--- src/rtl/assert_macros.svh ---
// Assertion helpers for the RTL top level.
`ifndef ASSERT_MACROS_SVH
`define ASSERT_MACROS_SVH

// Check a property at every rising edge of a given clock, off while reset is low.
`define ASSERT_AT(label, clk_sig, rst_sig, prop, msg) \
	label: assert property (@(posedge clk_sig) disable iff (!rst_sig) (prop)) \
		else $error(msg);

// Same, on the block clock and reset.
`define ASSERT_STD(label, prop, msg) \
	`ASSERT_AT(label, clk, arst_n, prop, msg)

`endif

--- src/rtl/gfmd_pkg.sv ---
package gfmd_pkg;

	// Frame and mixer constants
	localparam logic [7:0] HEADER_BYTE = 8'h80;
	localparam logic [7:0] CENTRE      = 8'h40;
	localparam int         WINDOW_LEN  = 7;
	localparam int         PAYLOAD_LEN = 6;

	// Mode counter
	localparam int                    MODE_W     = 3;
	localparam int                    MODE_COUNT = 5;
	localparam logic [MODE_W-1:0]     MODE_LAST  = MODE_W'(MODE_COUNT - 1);

	// Configuration port
	localparam int CFG_IDX_W  = 1;
	localparam int CFG_DATA_W = 8;

	localparam logic [CFG_DATA_W-1:0] STEP_DOWN_RESET = 8'd4;
	localparam logic [CFG_DATA_W-1:0] STEP_UP_RESET   = 8'd8;

	typedef enum logic [CFG_IDX_W-1:0] {
		REG_STEP_DOWN = 1'b0,
		REG_STEP_UP   = 1'b1
	} cfg_reg_t;

	typedef struct packed {
		logic                  we;
		cfg_reg_t              index;
		logic [CFG_DATA_W-1:0] data;
	} cfg_wr_t;

	// One classified byte, as handed from front to back
	typedef struct packed {
		logic       frame;
		logic [7:0] btn_first;
		logic [7:0] btn_second;
		logic [7:0] left_rl;
		logic [7:0] left_ud;
		logic [7:0] right_rl;
		logic [7:0] check_rx;
		logic [6:0] check_sum;
	} entry_t;

	typedef struct packed {
		logic   valid;
		entry_t entry;
	} push_t;

	typedef struct packed {
		logic empty;
		logic full;
	} queue_stat_t;

	typedef struct packed {
		logic              frame_seen;
		logic [MODE_W-1:0] mode_now;
		logic [7:0]        buttons_first;
		logic [7:0]        buttons_second;
		logic [7:0]        check_received;
		logic [6:0]        check_computed;
		logic [7:0]        right_front_level;
		logic [7:0]        right_rear_level;
		logic [7:0]        left_front_level;
		logic [7:0]        left_rear_level;
		logic [3:0]        reverse_bits;
	} result_t;

endpackage

--- src/rtl/gfmd_if.sv ---
// Byte channel from the serial receiver
interface gfmd_byte_if;
	logic       valid;
	logic       ready;
	logic [7:0] rx_byte;

	modport source (output valid, output rx_byte, input ready);
	modport sink (input valid, input rx_byte, output ready);
endinterface

// Result channel toward the motor drivers
interface gfmd_result_if;
	logic              valid;
	logic              ready;
	gfmd_pkg::result_t result;

	modport source (output valid, output result, input ready);
	modport sink (input valid, input result, output ready);
endinterface

--- src/rtl/gfmd_front.sv ---
module gfmd_front (
	input  logic                  clk,
	input  logic                  arst_n,
	gfmd_byte_if.sink             rx_link,
	input  gfmd_pkg::queue_stat_t stat,
	output gfmd_pkg::push_t       push
);

	logic [7:0]  win_q [gfmd_pkg::WINDOW_LEN];
	logic [7:0]  btn_first_q;
	logic [7:0]  btn_second_q;
	logic [7:0]  left_rl_q;
	logic [7:0]  left_ud_q;
	logic [7:0]  right_rl_q;
	logic [7:0]  check_rx_q;
	logic [6:0]  check_sum_q;
	logic        accept;
	logic        frame;
	logic [10:0] sum;

	assign rx_link.ready = !stat.full;
	assign accept        = rx_link.valid && !stat.full;
	assign frame         = (win_q[gfmd_pkg::WINDOW_LEN-1] == gfmd_pkg::HEADER_BYTE);

	// Add the six payload bytes sitting behind the header
	always_comb begin
		sum = '0;
		for (int i = 0; i < gfmd_pkg::PAYLOAD_LEN; i++) begin
			sum = sum + 11'(win_q[i]);
		end
	end

	// Build the word for the back end: fresh frame fields or the held ones
	always_comb begin
		push.valid            = accept;
		push.entry.frame      = frame;
		push.entry.btn_first  = frame ? win_q[5] : btn_first_q;
		push.entry.btn_second = frame ? win_q[4] : btn_second_q;
		push.entry.left_rl    = frame ? win_q[3] : left_rl_q;
		push.entry.left_ud    = frame ? win_q[2] : left_ud_q;
		push.entry.right_rl   = frame ? win_q[1] : right_rl_q;
		push.entry.check_rx   = frame ? rx_link.rx_byte : check_rx_q;
		push.entry.check_sum  = frame ? sum[6:0] : check_sum_q;
	end

	// Shift the window and latch a completed frame
	always_ff @(posedge clk or negedge arst_n) begin
		if (!arst_n) begin
			for (int i = 0; i < gfmd_pkg::WINDOW_LEN; i++) begin
				win_q[i] <= '0;
			end
			btn_first_q  <= '0;
			btn_second_q <= '0;
			left_rl_q    <= '0;
			left_ud_q    <= '0;
			right_rl_q   <= '0;
			check_rx_q   <= '0;
			check_sum_q  <= '0;
		end else if (accept) begin
			for (int i = gfmd_pkg::WINDOW_LEN - 1; i > 0; i--) begin
				win_q[i] <= win_q[i-1];
			end
			win_q[0] <= rx_link.rx_byte;
			if (frame) begin
				btn_first_q  <= push.entry.btn_first;
				btn_second_q <= push.entry.btn_second;
				left_rl_q    <= push.entry.left_rl;
				left_ud_q    <= push.entry.left_ud;
				right_rl_q   <= push.entry.right_rl;
				check_rx_q   <= push.entry.check_rx;
				check_sum_q  <= push.entry.check_sum;
			end
		end
	end

endmodule

--- src/rtl/gfmd_queue.sv ---
module gfmd_queue #(
	parameter int DEPTH = 2
) (
	input  logic                  clk,
	input  logic                  arst_n,
	input  gfmd_pkg::push_t       push,
	input  logic                  pop,
	output gfmd_pkg::entry_t      head,
	output gfmd_pkg::queue_stat_t stat
);

	localparam int PTR_W = $clog2(DEPTH);
	localparam int CNT_W = $clog2(DEPTH + 1);
	localparam logic [PTR_W-1:0] PTR_LAST = PTR_W'(DEPTH - 1);

	gfmd_pkg::entry_t mem_q [DEPTH];
	logic [PTR_W-1:0] wr_ptr_q;
	logic [PTR_W-1:0] rd_ptr_q;
	logic [CNT_W-1:0] count_q;
	logic             do_push;
	logic             do_pop;

	assign stat.empty = (count_q == '0);
	assign stat.full  = (count_q == CNT_W'(DEPTH));
	assign head       = mem_q[rd_ptr_q];
	assign do_push    = push.valid && !stat.full;
	assign do_pop     = pop && !stat.empty;

	// Store incoming words
	always_ff @(posedge clk) begin
		if (do_push) begin
			mem_q[wr_ptr_q] <= push.entry;
		end
	end

	// Advance pointers and track the fill level
	always_ff @(posedge clk or negedge arst_n) begin
		if (!arst_n) begin
			wr_ptr_q <= '0;
			rd_ptr_q <= '0;
			count_q  <= '0;
		end else begin
			if (do_push) begin
				wr_ptr_q <= (wr_ptr_q == PTR_LAST) ? '0 : wr_ptr_q + 1'b1;
			end
			if (do_pop) begin
				rd_ptr_q <= (rd_ptr_q == PTR_LAST) ? '0 : rd_ptr_q + 1'b1;
			end
			if (do_push && !do_pop) begin
				count_q <= count_q + 1'b1;
			end else if (do_pop && !do_push) begin
				count_q <= count_q - 1'b1;
			end
		end
	end

endmodule

--- src/rtl/gfmd_back.sv ---
module gfmd_back (
	input  logic                  clk,
	input  logic                  arst_n,
	input  gfmd_pkg::cfg_wr_t     cfg,
	input  gfmd_pkg::entry_t      head,
	input  gfmd_pkg::queue_stat_t stat,
	output logic                  pop,
	gfmd_result_if.source         result_link
);

	typedef struct packed {
		logic [7:0] mag;
		logic       dir;
	} wheel_t;

	logic [7:0]                    down_mask_q;
	logic [7:0]                    up_mask_q;
	logic [gfmd_pkg::MODE_W-1:0]   mode_q;
	logic [3:0]                    dir_q;
	logic                          out_valid_q;
	gfmd_pkg::result_t             result_q;
	logic [gfmd_pkg::MODE_W-1:0]   mode_next;
	logic signed [10:0]            f;
	logic signed [10:0]            r;
	logic signed [10:0]            t;
	logic signed [10:0]            term_rf;
	logic signed [10:0]            term_rr;
	logic signed [10:0]            term_lf;
	logic signed [10:0]            term_lr;
	wheel_t                        w_rf;
	wheel_t                        w_rr;
	wheel_t                        w_lf;
	wheel_t                        w_lr;
	gfmd_pkg::result_t             result_next;

	// A stick at zero reads as centered
	function automatic logic signed [10:0] centred(input logic [7:0] v);
		logic [7:0] c;
		c = (v == '0) ? gfmd_pkg::CENTRE : v;
		return signed'({3'b000, c});
	endfunction

	// Clamp a term to one byte of magnitude; a zero term keeps the old direction
	function automatic wheel_t drive(input logic signed [10:0] term, input logic neg_sets,
		input logic old_dir);
		wheel_t           w;
		logic             neg;
		logic [10:0]      mag;
		neg = term[10];
		mag = neg ? 11'(-term) : 11'(term);
		if (term == '0) begin
			w.mag = '0;
			w.dir = old_dir;
		end else begin
			w.mag = (mag > 11'd255) ? 8'd255 : mag[7:0];
			w.dir = (neg == neg_sets);
		end
		return w;
	endfunction

	assign pop = !stat.empty && (!out_valid_q || result_link.ready);

	// Step the mode on a frame: down first, then up
	always_comb begin
		mode_next = mode_q;
		if (head.frame && |(head.btn_first & down_mask_q)) begin
			mode_next = (mode_next == '0) ? gfmd_pkg::MODE_LAST : mode_next - 1'b1;
		end
		if (head.frame && |(head.btn_first & up_mask_q)) begin
			mode_next = (mode_next >= gfmd_pkg::MODE_LAST) ? '0 : mode_next + 1'b1;
		end
	end

	// Mix the sticks into the four wheel terms
	always_comb begin
		f       = centred(head.left_ud);
		r       = centred(head.left_rl);
		t       = centred(head.right_rl);
		term_rf = f + r + t - 11'sd192;
		term_rr = f - r + t - 11'sd64;
		term_lf = f - r - t + 11'sd64;
		term_lr = f + r - t - 11'sd64;
		w_rf    = drive(term_rf, 1'b1, dir_q[0]);
		w_rr    = drive(term_rr, 1'b1, dir_q[1]);
		w_lf    = drive(term_lf, 1'b0, dir_q[2]);
		w_lr    = drive(term_lr, 1'b0, dir_q[3]);
	end

	// Assemble the outgoing word
	always_comb begin
		result_next.frame_seen        = head.frame;
		result_next.mode_now          = mode_next;
		result_next.buttons_first     = head.btn_first;
		result_next.buttons_second    = head.btn_second;
		result_next.check_received    = head.check_rx;
		result_next.check_computed    = head.check_sum;
		result_next.right_front_level = w_rf.mag;
		result_next.right_rear_level  = w_rr.mag;
		result_next.left_front_level  = w_lf.mag;
		result_next.left_rear_level   = w_lr.mag;
		result_next.reverse_bits      = {w_lr.dir, w_lf.dir, w_rr.dir, w_rf.dir};
	end

	// Take configuration writes
	always_ff @(posedge clk or negedge arst_n) begin
		if (!arst_n) begin
			down_mask_q <= gfmd_pkg::STEP_DOWN_RESET;
			up_mask_q   <= gfmd_pkg::STEP_UP_RESET;
		end else if (cfg.we) begin
			unique case (cfg.index)
				gfmd_pkg::REG_STEP_DOWN: down_mask_q <= cfg.data;
				gfmd_pkg::REG_STEP_UP:   up_mask_q   <= cfg.data;
			endcase
		end
	end

	// Advance mode and direction state, hold the result until taken
	always_ff @(posedge clk or negedge arst_n) begin
		if (!arst_n) begin
			mode_q      <= '0;
			dir_q       <= '0;
			out_valid_q <= 1'b0;
		end else if (pop) begin
			mode_q      <= mode_next;
			dir_q       <= result_next.reverse_bits;
			out_valid_q <= 1'b1;
		end else if (result_link.ready) begin
			out_valid_q <= 1'b0;
		end
	end

	// Load the output word
	always_ff @(posedge clk) begin
		if (pop) begin
			result_q <= result_next;
		end
	end

	assign result_link.valid  = out_valid_q;
	assign result_link.result = result_q;

endmodule

--- src/rtl/gamepad_frame_mecanum_drive_top.sv ---
// Channel      Role    Word per handshake
// rx_link      sink    one received serial byte (rx_byte)
// result_link  source  frame flag, mode, latched frame fields, four PWM levels, directions
// cfg          write   step_down_mask (index 0), step_up_mask (index 1)
//
// One byte is taken per cycle unless the queue is full; its result is registered at the output.
// The front registers the byte window, a small queue holds classified words, and
// the back computes the mix into an output register.
// A stalled result port fills the queue; rx_link.ready drops only when it is full.
// Reset clears the window, latched frame fields, mode and directions, and loads the mask defaults.
`include "assert_macros.svh"

module gamepad_frame_mecanum_drive_top #(
	parameter int QUEUE_DEPTH = 2
) (
	input  logic                               clk,
	input  logic                               arst_n,
	input  logic                               cfg_we,
	input  logic [gfmd_pkg::CFG_IDX_W-1:0]     cfg_index,
	input  logic [gfmd_pkg::CFG_DATA_W-1:0]    cfg_data,
	gfmd_byte_if.sink                          rx_link,
	gfmd_result_if.source                      result_link
);

	gfmd_pkg::push_t       push;
	gfmd_pkg::entry_t      head;
	gfmd_pkg::queue_stat_t stat;
	gfmd_pkg::cfg_wr_t     cfg;
	logic                  pop;

	assign cfg.we    = cfg_we;
	assign cfg.index = gfmd_pkg::cfg_reg_t'(cfg_index);
	assign cfg.data  = cfg_data;

	gfmd_front u_front (
		.clk     (clk),
		.arst_n  (arst_n),
		.rx_link (rx_link),
		.stat    (stat),
		.push    (push)
	);

	gfmd_queue #(
		.DEPTH (QUEUE_DEPTH)
	) u_queue (
		.clk    (clk),
		.arst_n (arst_n),
		.push   (push),
		.pop    (pop),
		.head   (head),
		.stat   (stat)
	);

	gfmd_back u_back (
		.clk         (clk),
		.arst_n      (arst_n),
		.cfg         (cfg),
		.head        (head),
		.stat        (stat),
		.pop         (pop),
		.result_link (result_link)
	);

	`ASSERT_STD(a_no_push_full, push.valid |-> !stat.full, "push into full queue")
	`ASSERT_STD(a_no_pop_empty, pop |-> !stat.empty, "pop from empty queue")
	`ASSERT_STD(a_accept_queued, (rx_link.valid && rx_link.ready) |=> !stat.empty, "byte lost")
	`ASSERT_STD(a_mode_range, result_link.valid |-> result_link.result.mode_now <= gfmd_pkg::MODE_LAST, "mode out of range")

endmodule

--- src/flat_wrapper.sv ---
// flat-port wrapper written by rule: the top's interface ports become plain ports
module gamepad_frame_mecanum_drive_top_flat 
#(
	parameter int QUEUE_DEPTH = 2
)
  (clk, arst_n, cfg_we, cfg_index, cfg_data, rx_link_valid, rx_link_rx_byte, rx_link_ready, result_link_valid, result_link_result, result_link_ready);
  gfmd_byte_if rx_link_i ();
  gfmd_result_if result_link_i ();
  input  logic clk;
  input  logic arst_n;
  input  logic cfg_we;
  input  logic [gfmd_pkg::CFG_IDX_W-1:0] cfg_index;
  input  logic [gfmd_pkg::CFG_DATA_W-1:0] cfg_data;
  input wire logic [$bits(rx_link_i.valid)-1:0] rx_link_valid;
  input wire logic [$bits(rx_link_i.rx_byte)-1:0] rx_link_rx_byte;
  output wire logic [$bits(rx_link_i.ready)-1:0] rx_link_ready;
  output wire logic [$bits(result_link_i.valid)-1:0] result_link_valid;
  output wire logic [$bits(result_link_i.result)-1:0] result_link_result;
  input wire logic [$bits(result_link_i.ready)-1:0] result_link_ready;
  assign rx_link_i.valid = rx_link_valid;
  assign rx_link_i.rx_byte = rx_link_rx_byte;
  assign rx_link_ready = rx_link_i.ready;
  assign result_link_valid = result_link_i.valid;
  assign result_link_result = result_link_i.result;
  assign result_link_i.ready = result_link_ready;
  gamepad_frame_mecanum_drive_top #(.QUEUE_DEPTH(QUEUE_DEPTH)) u_core (.clk(clk), .arst_n(arst_n), .cfg_we(cfg_we), .cfg_index(cfg_index), .cfg_data(cfg_data), .rx_link(rx_link_i), .result_link(result_link_i));
endmodule
--- config.mk ---
export PLATFORM = sky130hd
export DESIGN_NAME = gamepad_frame_mecanum_drive_top_flat
export DESIGN_NICKNAME = d
export VERILOG_FILES = /design/src/rtl/gfmd_pkg.sv /design/src/rtl/gfmd_if.sv /design/src/rtl/gfmd_front.sv /design/src/rtl/gfmd_queue.sv /design/src/rtl/gfmd_back.sv /design/src/rtl/gamepad_frame_mecanum_drive_top.sv /design/src/flat_wrapper.sv
export VERILOG_INCLUDE_DIRS = /design/src /design/src/rtl
export SDC_FILE = /design/constraint.sdc
export NUM_CORES = 1
export LEC_CHECK = 0
export BUFFER_PORTS_ARGS = -buffer_cell sky130_fd_sc_hd__buf_2
export CAP_MARGIN = 20
export CORE_ASPECT_RATIO = 1.4
export CORE_MARGIN = 3
export CORE_UTILIZATION = 40
export CTS_CLUSTER_DIAMETER = 40
export DETAILED_ROUTE_END_ITERATION = 7
export MAX_ROUTING_LAYER = met4
export PLACE_DENSITY = 0.55
export RECOVER_POWER = 100
export SYNTH_ARGS = -nofsm -noshare
export SYNTH_HDL_FRONTEND = slang
export SYNTH_HIERARCHICAL = 1
export SYNTH_SLANG_ARGS = --single-unit
--- constraint.sdc ---
create_clock -name clk -period 5.1 [get_ports clk]
set_clock_uncertainty 0.05 [all_clocks]
set_input_delay 0.255 -clock clk [delete_from_list [all_inputs] [get_ports clk]]
set_output_delay 0.255 -clock clk [all_outputs]
set_load 0.05 [all_outputs]
==> results_tabular.tex <==
\begin{tabular}{lr}
\hline
Metric & Value \\
\hline
\multicolumn{2}{l}{\textbf{Clock network}} \\
\quad Clock Root Buffer & sky130\_fd\_sc\_hd\_\_clkbuf\_16 \\
\quad Clock tree from TritonCTS & done \\
\quad TritonCTS sink count & around 320 \\
\quad TritonCTS buffer count & 39 \\
\quad CTS H-tree depth & 2 \\
\quad Clock buffer depth & 3 \\
\quad Worst-path clk slew & 0.06 ns \\
\quad Worst-Skew Late Latency & around 0.53 ns \\
\multicolumn{2}{l}{\textbf{Floorplanning}} \\
\quad I/O pin total & 95 \\
\quad Horizontal die dimension & $\sim$180 um \\
\quad Chip height & around 250 um \\
\quad Placeable Area & between 0.04 and 0.05 mm\^{}2 \\
\quad Number of standard-cell rows in the floorplan & just under 90 \\
\quad Die Footprint & 0.0442 mm\^{}2 \\
\quad Starting density of the core & 0.410 \\
\multicolumn{2}{l}{\textbf{STA}} \\
\quad Minimum period implied by the final worst setup slack & about 4.8 ns \\
\quad Worst Slack Setup Final & 0.262 ns \\
\quad Sum of negative setup slack & 0 ns \\
\quad Transition time at the pin with the least slew margin & just over 3 ns \\
\quad Achievable clock frequency & about 210 MHz \\
\quad Setup Viol. Count Final & 0 \\
\quad Number of hold-slack violations in the final timing report & 0 \\
\quad Worst Hold Slack & $\sim$0.20 ns \\
\quad Final-report max-slew violation count & 294 \\
\quad Slew headroom & -1.01 \\
\quad Share of the cycle needed by the critical path after routing & 0.949 \\
\multicolumn{2}{l}{\textbf{Routing}} \\
\quad Drt first-iter violations & between 400 and 500 \\
\quad Vias per inst & slightly below 5 \\
\quad Met2 routed wirelength & 18.3 mm \\
\quad \# DRC & 0 \\
\quad DRT antenna net count & 0 \\
\quad Total Wirelength & between 30 and 40 mm \\
\quad Top Layer Used & met4 \\
\quad Routed wire per std cell & around 17 um \\
\quad Total number of vias & approximately 10000 \\
\quad Wl on met1 & around 14 mm \\
\quad 1st-pass router iterations & 5 \\
\quad Wire length on met3 & $\sim$1.1 mm \\
\multicolumn{2}{l}{\textbf{Placed design}} \\
\quad Setup WS pre-CTS & between 0.04 and 0.05 ns \\
\quad DP Wirelength & $\sim$24 mm \\
\quad Placer congestion estimate & $\sim$0.9 \\
\quad DP Cell Count & between 1500 and 2000 \\
\quad Number of input and output port buffers inserted & 94 \\
\multicolumn{2}{l}{\textbf{Setup path}} \\
\quad Type of element capturing the critical path & flip-flop \\
\quad Worst path required time & $\sim$5.4 ns \\
\quad Startpoint class of the critical path & flip-flop \\
\quad Type of the worst setup path & reg2reg \\
\quad Logic depth of the worst register-to-register path & 19 \\
\quad Critical path fanouts, max & 8 \\
\quad Critical path arrival & around 5.2 ns \\
\multicolumn{2}{l}{\textbf{Global route}} \\
\quad Grt total ovfl & 0 \\
\quad Global-route wire length before repair & between 50 and 60 mm \\
\quad Initial antenna violation count & 0 \\
\quad Aggregate global-route resource usage & 0.166 \\
\quad Number of global-route vias before repair & 10700 \\
\quad Largest net degree at the start of global routing & slightly above 90 \\
\multicolumn{2}{l}{\textbf{Finish}} \\
\quad Count of non-filler cells in the finished layout & 2094 \\
\quad Share of post-route cells with drive strength above 1 & 0.158 \\
\quad Area growth from synthesis to layout & 16.0\% \\
\quad Number of diodes added for antenna fixing & 0 \\
\quad Fill cells & 3749 \\
\quad Number of nets in the layout & approximately 1700 \\
\multicolumn{2}{l}{\textbf{Synth}} \\
\quad Synthesized cell area & between 0.015 and 0.02 mm\^{}2 \\
\quad Top cell types by occurrence after synthesis & sky130\_fd\_sc\_hd\_\_nand2\_1, sky130\_fd\_sc\_hd\_\_edfxtp\_1, sky130\_fd\_sc\_hd\_\_dfrtp\_1 \\
\quad Most used standard cell by instance count after synthesis & sky130\_fd\_sc\_hd\_\_nand2\_1 \\
\quad Average cell area after synthesis & between 10 and 15 um\^{}2 \\
\quad Syn. warnings & 6 \\
\quad Seq/Total Area, Yosys & 0.538 \\
\quad Syn nets & 1538 \\
\quad Largest area contributor in the synthesized netlist & sky130\_fd\_sc\_hd\_\_edfxtp\_1 \\
\quad Unique masters post-synth & 77 \\
\quad Synthesized instance count & roughly 1400 \\
\quad Seq cells post-synth & $\sim$320 \\
\quad Portion of synthesized cell area occupied by the leading cell type & 0.330 \\
\quad Largest cells by area after synthesis & sky130\_fd\_sc\_hd\_\_edfxtp\_1, sky130\_fd\_sc\_hd\_\_dfrtp\_1, sky130\_fd\_sc\_hd\_\_ha\_1 \\
\quad Share of async-settable or async-resettable flops after synthesis & 0.432 \\
\quad Main flop type after synthesis & sky130\_fd\_sc\_hd\_\_edfxtp\_1 \\
\quad Number of enable flip-flop cells after synthesis & about 180 \\
\multicolumn{2}{l}{\textbf{Status}} \\
\quad Status & complete, but fails checks \\
\quad Failing checks & capacitance limit, slew limit \\
\multicolumn{2}{l}{\textbf{Hold path}} \\
\quad Min-delay worst type & in2reg \\
\quad Hold Path Stages & 3 \\
\multicolumn{2}{l}{\textbf{Flow run}} \\
\quad Total of max-cap violations & 6 \\
\hline
\end{tabular}
-- cell type report --
class / instances / area [um^2] / area share
clock buffers: 44 / 1000 / 0.0519
clock inverters: 27 / 334 / 0.0173
inverters: 125 / 470 / 0.0243
multi-input cells: 896 / 7080 / 0.366
flip-flops and latches: 322 / 8980 / 0.464
well taps: 534 / 668 / 0.0345
repair buffers: 146 / 811 / 0.0419
-- final timing paths --
check	start	to	slack, ns
max in group asynchronous	arst_n	u_core/u_front/win_q[10]	1.71
setup reg to reg	u_core/u_queue/rd_ptr_q	u_core/u_back/result_link.result[13]	0.26
hold / removal	cfg_index	u_core/u_back/down_mask_q[0]	0.20
hold reg to reg	u_core/u_front/win_q[55]	u_core/u_front/win_q[47]	0.41
setup / recovery	u_core/u_queue/rd_ptr_q	u_core/u_back/result_link.result[13]	0.26
min in group asynchronous	arst_n	u_core/u_back/mode_q[0]	0.97
-- state kept, by name (all words and copies together) (netlist names), 7 cells and up --
register,flops
u_core/u_front/btn_second_q,8
u_core/u_front/check_sum_q,7
u_core/u_back/result_link.result,71
u_core/u_front/left_ud_q,8
u_core/u_back/up_mask_q,8
u_core/u_front/check_rx_q,8
u_core/u_queue/mem_q,112
u_core/u_front/win_q,56
u_core/u_back/down_mask_q,8
u_core/u_front/right_rl_q,8
u_core/u_front/left_rl_q,8
u_core/u_front/btn_first_q,8
-- worst max-delay path, stage by stage, from the launching register on --
cell and delay, ns:
sky130_fd_sc_hd__dfrtp_4 0.42, sky130_fd_sc_hd__clkbuf_4 0.18, sky130_fd_sc_hd__mux2_2 0.38, sky130_fd_sc_hd__inv_1 0.07
sky130_fd_sc_hd__ha_2 0.31, sky130_fd_sc_hd__buf_4 0.16, sky130_fd_sc_hd__a21boi_2 0.15, sky130_fd_sc_hd__o21ai_0 0.19
sky130_fd_sc_hd__nand2b_1 0.14, sky130_fd_sc_hd__xor2_2 0.20, sky130_fd_sc_hd__ha_2 0.35, sky130_fd_sc_hd__ha_2 0.39
sky130_fd_sc_hd__nand2_1 0.07, sky130_fd_sc_hd__o21ai_1 0.17, sky130_fd_sc_hd__nor2_1 0.07, sky130_fd_sc_hd__xnor2_1 0.13
sky130_fd_sc_hd__or3_1 0.40, sky130_fd_sc_hd__a21o_1 0.19, sky130_fd_sc_hd__mux4_2 0.54, sky130_fd_sc_hd__a21oi_2 0.14
-- through the flow --
step,util,area [um^2]
floorplan,-,16700
global placement,0.436,17800
detailed placement,0.436,17800
CTS,0.474,19300
global route,0.475,19300
finish,0.475,19300
-- cell families after synthesis --
| logic type | synth area share |
|---|---|
| buf+inv | 0.0466 |
| simple gates | 0.0907 |
| xor+xnor | 0.0438 |
| mux | 0.104 |
| fa+ha+maj | 0.0932 |
| compound gates | 0.0831 |
| flops | 0.538 |
-- repair_timing --
item,CTS,global route
hold buffers,18,0
setup buffers,0,7
gates resized for setup,0,48
setup endpoints to repair,0,30
hold endpoints to repair,122,0
-- layer usage --
metal,global-route usage,up-vias
met1,0.198,5037
met5,-,-
met3,0.0211,66
met4,0.0518,0
li1,-,5065
met2,0.292,151
-- placed cells by master, fill, tap and decap left out, drive strengths merged, types with 12 or more instances in the layout --
| cell | count |
|---|---|
| ha | 81 |
| buf | 42 |
| fa | 27 |
| nand2 | 215 |
| dlygate4sd3 | 18 |
| clkinv | 14 |
| xnor2 | 49 |
| nor2b | 13 |
| nor2 | 49 |
| xor2 | 31 |
| nor3 | 16 |
| mux2 | 139 |
| a21o | 12 |
| edfxtp | 183 |
| o21ai | 98 |
| clkbuf | 130 |
| dfrtp | 137 |
| inv | 128 |
| a21oi | 39 |
| a22oi | 12 |
Power is left out: the tool's default activity adds up to more than one toggle a clock period on the data nets, which glitch-free logic cannot reach.
